`src/rtl/core/rpa_pkg.sv`:
```
// Shared constants, CORDIC arctangent table and width helpers for the axis rotation block.
`timescale 1ns / 1ps
`default_nettype none
package rpa_pkg;

  localparam int TRIG_Q    = 26;  // fraction bits of sin, cos and coefficients
  localparam int MAX_STEPS = 32;
  localparam int PTW       = 32;  // point and result coordinate width
  localparam int AW        = 18;  // axis component width
  localparam int XW        = 33;  // CORDIC x / y width, Q30
  localparam int TW        = 36;  // CORDIC angle width, Q30
  localparam int DIRW      = 35;  // clamped remainder width
  localparam int CW        = 30;  // Q26 sin / cos width
  localparam int MW        = 30;  // clamped coefficient width

  localparam logic signed [TW-1:0]   PI_Q30      = 36'sd3373259426;
  localparam logic signed [TW-1:0]   TWO_PI_Q30  = 36'sd6746518852;
  localparam logic signed [TW-1:0]   HALF_PI_Q30 = 36'sd1686629713;
  localparam logic signed [XW-1:0]   GAIN_Q30    = 33'sd652032874;
  localparam logic signed [DIRW-1:0] DIR_LIM     = 35'sd8589934592;
  localparam logic signed [MW-1:0]   COEF_LIM    = 30'sd268435456;

  localparam logic [30:0] ATAN_Q30 [MAX_STEPS] = '{
    31'd843314857, 31'd497837829, 31'd263043837, 31'd133525159, 31'd67021687,
    31'd33543516, 31'd16775851, 31'd8388437, 31'd4194283, 31'd2097149,
    31'd1048576, 31'd524288, 31'd262144, 31'd131072, 31'd65536, 31'd32768,
    31'd16384, 31'd8192, 31'd4096, 31'd2048, 31'd1024, 31'd512, 31'd256,
    31'd128, 31'd64, 31'd32, 31'd16, 31'd8, 31'd4, 31'd2, 31'd1, 31'd0
  };

  function automatic int imax(input int a, input int b);
    return (a > b) ? a : b;
  endfunction

  // rounded dot product width
  function automatic int dot_w(input int f);
    return 52 - f;
  endfunction

  // rounded projection width
  function automatic int proj_w(input int f);
    return 71 - 2 * f;
  endfunction

  // axis product width once brought to Q26
  function automatic int aa_w(input int f);
    return (2 * f > TRIG_Q) ? 63 - 2 * f : 62 - 2 * f;
  endfunction

  // side data carried along the CORDIC row
  function automatic int pass_w(input int f);
    return 3 * AW + 6 * aa_w(f) + 3 * DIRW + 3 * proj_w(f);
  endfunction

endpackage
`default_nettype wire

```
`src/rtl/core/rpa_cordic_cell.sv`:
```
// One CORDIC rotation step as a registered cell that also carries side data.
`timescale 1ns / 1ps
`default_nettype none
module rpa_cordic_cell #(
  parameter int STEP = 0,
  parameter int PW   = 1
) (
  input  wire                           clk_i,
  input  wire                           rst_ni,
  input  wire                           in_valid_i,
  output logic                          in_ready_o,
  input  wire signed [rpa_pkg::XW-1:0]  x_i,
  input  wire signed [rpa_pkg::XW-1:0]  y_i,
  input  wire signed [rpa_pkg::TW-1:0]  t_i,
  input  wire [PW-1:0]                  pass_i,
  output logic                          out_valid_o,
  input  wire                           out_ready_i,
  output logic signed [rpa_pkg::XW-1:0] x_o,
  output logic signed [rpa_pkg::XW-1:0] y_o,
  output logic signed [rpa_pkg::TW-1:0] t_o,
  output logic [PW-1:0]                 pass_o
);
  import rpa_pkg::*;

  logic                 v_q;
  logic                 en;
  logic signed [XW-1:0] xs, ys, x_d, y_d;
  logic signed [TW-1:0] atan, t_d;

  assign en         = ~v_q | out_ready_i;
  assign in_ready_o = en;
  assign atan       = TW'(ATAN_Q30[STEP]);

  always_comb begin
    xs = x_i >>> STEP;
    ys = y_i >>> STEP;
    if (!t_i[TW-1]) begin
      x_d = x_i - ys;
      y_d = y_i + xs;
      t_d = t_i - atan;
    end else begin
      x_d = x_i + ys;
      y_d = y_i - xs;
      t_d = t_i + atan;
    end
  end

  always_ff @(posedge clk_i or negedge rst_ni) begin
    if (!rst_ni) begin
      v_q <= 1'b0;
    end else if (en) begin
      v_q <= in_valid_i;
    end
  end

  always_ff @(posedge clk_i) begin
    if (en) begin
      x_o    <= x_d;
      y_o    <= y_d;
      t_o    <= t_d;
      pass_o <= pass_i;
    end
  end

  assign out_valid_o = v_q;

endmodule
`default_nettype wire

```
`config.mk`:
```
export PLATFORM = sky130hd
export DESIGN_NAME = rpa_cordic_cell
export DESIGN_NICKNAME = d
export VERILOG_FILES = /design/src/rtl/core/rpa_pkg.sv /design/src/rtl/core/rpa_cordic_cell.sv
export SDC_FILE = /design/constraint.sdc
export NUM_CORES = 1
export LEC_CHECK = 0
export BUFFER_PORTS_ARGS = -buffer_cell sky130_fd_sc_hd__buf_2
export CORE_MARGIN = 1.5
export CORE_UTILIZATION = 55
export CTS_CLUSTER_DIAMETER = 50
export DETAILED_ROUTE_END_ITERATION = 16
export PLACE_DENSITY_LB_ADDON = 0.2
export RECOVER_POWER = 50
export SLEW_MARGIN = 30
export SYNTH_ARGS = -nofsm -noshare
export SYNTH_HDL_FRONTEND = slang
export SYNTH_SLANG_ARGS = --single-unit
```
`constraint.sdc`:
```
create_clock -name clk_i -period 5.7 [get_ports clk_i]
set_input_delay 1.14 -clock clk_i [delete_from_list [all_inputs] [get_ports clk_i]]
set_output_delay 1.14 -clock clk_i [all_outputs]
set_load 0.005 [all_outputs]
```
-- Word level (Yosys, flattened, before mapping)
Cells that the tools add are included.
- bitwise operators: 2
- add/subtract/negate cells: 5
- muxes and demuxes: 3
- operators with widths (operator ; count):
    33-bit two-way mux ; 2
    33-bit subtractor ; 2
    36-bit by 31-bit adder with 36-bit output (second input constant) ; 1
    36-bit two-way mux ; 1
    36-bit by 31-bit subtractor with 36-bit output (second input constant) ; 1
    33-bit adder ; 1
    1-bit NOT ; 1
    1-bit bitwise OR ; 1
- register bits after elaboration: 104
- input port bits: 107

-- Depth between registers and ports, before layout
- depth after elaboration: 2
- gate-level depth with buffers: 13
- gate-level depth less buffers: 12

-- Least setup slack after synthesis
Ideal clock, no wire load.
- kind: in2out
- from: input port out_ready_i
- to: output port in_ready_o
- data arrival time: 3667 ps
- data required time: 4560 ps
- stages: 1
- buffers on the path: 0
- path slack: 893 ps
- path through: nand2b_1
- word-level cells in the longest chain between the ends: 1
- RTL lines (item ; line ; RTL):
    start, declared ; rpa_cordic_cell.sv:17 ; input wire out_ready_i,
    1-bit bitwise OR ; rpa_cordic_cell.sv:30 ; assign en = ~v_q | out_ready_i;
    end, declared ; rpa_cordic_cell.sv:11 ; output logic in_ready_o,
Every way passes these cells.

-- Final worst setup path
Ends and elaborated chain as after synthesis.

==> flow_summary.yaml <==
yosys:
  yosysSeqAreaShare: 0.292
  synth-edff-count: 102
  synthFlopType: "edfxtp_1"
  synth_top_area_share: 0.290
  synth_top_area_cell: "edfxtp_1"
  synth_area_leaders: "edfxtp_1 (29%), ha_1 (16%), a21oi_1 (7.2%)"
  synthArstFlopShare: 0.00971
  syn_inst: 1231
  syn_area_sq_mm: 0.0106
  synth_fp_nets: 1480
  yosys_warnings: 0
  synth_cell_type_count: 73
  synth_seq_cells: 103
  syn-mean-instance-area_sq_um: 8.58
setup_path:
  crit_fanout: 51
  reg2reg_to: "t_o[6]"
  cp-startpoint: "out_ready_i"
  cp-endpoint: "in_ready_o"
  ff2ff_path_depth: 2
  worstPathRequired_ns: 4.56
  reg2reg_from: "out_valid_o"
  crit_type: "primary input to output pin"
  crit_arrival_ns: 3.39
  cp-end-kind: "output pin"
  critPathLaunchType: "primary input"
  r2r_setup_slack_ns: 2.38
sta:
  layout_setup_ws_ns: 1.17
  worstMarginPinSlew_ns: 2.54
  setup_viol: 0
  timing.hold.ws_ns: 0.539
  max_slew_margin: -0.696
  setup_tns_ns: 0
  max_freq_mhz: 221
  post-route-min-period_ns: 4.53
  rsz0062_at_grt: "no"
  slew_violations: 52
  finalHoldViolCount: 0
  skew_ns: 0.0116
  finalCritPeriodShare: 0.794
clocking:
  cts.hold.buffers_added: 0
  clock_latency_ns: 0.36
  cts_inserted_buffers: 9
  cts_resized: 0
  cts_buffer_depth: 2
  clkTransAtPathRegs_ns: 0.08
  cts.sinks: 103
  htreeDepth: 3
  post_cts_buffers: 0
  cts_tree: "yes"
  cts_root_buffer: "clkbuf_16"
finish:
  fin_nets: 1659
  n_antenna_cell: 0
  drive_above_1_share: 0.132
  mostFrequentLayoutCell: "a21oi_1"
  layout_common_cells: "a21oi_1 (151), buf_2 (145), ha_1 (138)"
  post-route-util: 0.637
  area_growth_pct: 13.2
route:
  drt-total-wl_um: 30900
  drt_iter0_markers: 977
  via_per_inst: 6.09
  drcViolationCount: 0
  vias: 10000
  firstDrtPassIters: 7
  wire_per_inst_um: 18.8
  antenna_left: 0
floorplanning:
  io_pins: 212
  die_h_um: 142
  core-area_sq_mm: 0.0188
  die_w_um: 142
  rows: 50
  die_area_sq_mm: 0.0200
  start_util: 0.563
power:
  p_leak_nw: 5.32
  comb_power_share: 0.388
  p_clk_frac: 0.233
  p_int_mw: 1.80
  power.switching_mw: 1.03
  power.total_mw: 2.83
  swShare: 0.365
  pwr-share-seq: 0.379
  p_per_area_mw_per_mm2: 236
  ir_drop_mv: 0.146
global_routing:
  grt_overflow: 0
  grt_pass1_vias: 8998
  grt_max_degree: 84
  grt.total_usage: 0.302
  grt_pass1_wl_um: 47600
  antenna_found_initial: 0
place:
  place_hpwl_um: 24400
  io_buffers: 211
  dp_slack_ns: 1.26
  routabilityCongestion: 1.01
outcome:
  status: "finished, violations left"
  violations: "max-capacitance violations, max-slew violations"
hold_path:
  hold_class: "primary input to async pin"
run:
  maxCapViolations: 1
-- power by group through the flow --
stage / Sequential, mW / Clock (mW) / Combinational (mW)
after CTS: 1.07 / 0.666 / 1.10
after global placement: 1.08 / 0 / 1.09
after detailed placement: 1.09 / 0 / 1.09
final: 1.07 / 0.660 / 1.10
after floorplan: 1.10 / 0 / 0.673
after global routing: 1.09 / 0.691 / 1.20
-- worst max-delay path: stages --
cell      delay, ns
buf_2          0.07
nand2b_1       1.82
buf_2          0.36
-- registers in the layout, summed over array words and instances (netlist names) --
name         count
t_o             36
y_o             33
x_o             32
out_valid_o      1
pass_o           1
-- cells in the mapped netlist (all sizes together), types with 4 or more instances --
cell,number
a21oi,152
ha,138
nor2,111
inv,103
edfxtp,102
o21ai,81
nand2,72
xnor2,70
a21o,33
nor3,31
clkbuf,27
nand2b,23
xor2,23
nand3,21
buf,20
mux2i,18
o21bai,18
a211oi,15
o31ai,15
a31oi,14
nor2b,11
o21a,11
nor4,9
o211ai,9
or3,9
and3,8
nand4,8
a2111oi,7
a21boi,7
o311ai,7
a311oi,5
clkinv,4
fa,4
-- per-stage QoR --
step	area, sq um	cells
final	12000	1649
after global routing	12000	1649
after CTS	12100	1649
after detailed placement	11700	1633
after global placement	11700	1633
after floorplan	10600	1231
-- routing by layer --
metal	track usage	vias to the layer above	part of all wire
met5	0	-	0
met2	0.466	527	0.43
met3	0.0493	54	0.090
li1	-	4795	-
met1	0.438	4667	0.45
met4	0.0830	0	0.024
-- final cells by class --
class / count / area (sq um)
Timing Repair Buffer: 215 / 1000
Inverter: 107 / 402
Fill cell: 1631 / 6810
Tap cell: 234 / 293
Sequential cell: 103 / 3090
Multi-Input combinational cell: 974 / 6870
Clock buffer: 10 / 229
Clock inverter: 6 / 75.1
-- how the worst min path moves through the flow --
stage | startpoint | end | slack, ns | cells after the start
after floorplan | rst_ni | out_valid_o | 0.84 | 0
after global placement | rst_ni | out_valid_o | 0.92 | 1
after detailed placement | rst_ni | out_valid_o | 0.92 | 1
after CTS | rst_ni | out_valid_o | 0.53 | 1
after global routing | rst_ni | out_valid_o | 0.53 | 1
final | rst_ni | out_valid_o | 0.54 | 1
-- kinds of logic (layout without fill, tap and decap cells) --
family | Yosys count | after routing | synth area share
AND/OR/NAND/NOR | 316 | 316 | 0.139
adder cells (fa/ha/maj) | 142 | 142 | 0.171
buffers and inverters | 154 | 338 | 0.0572
flip-flops | 103 | 103 | 0.292
XOR/XNOR | 93 | 93 | 0.0771
multiplexers | 19 | 19 | 0.0181
AO/OA/AOI/OAI | 404 | 404 | 0.245
No activity file was read; power rests on OpenSTA's default activity.
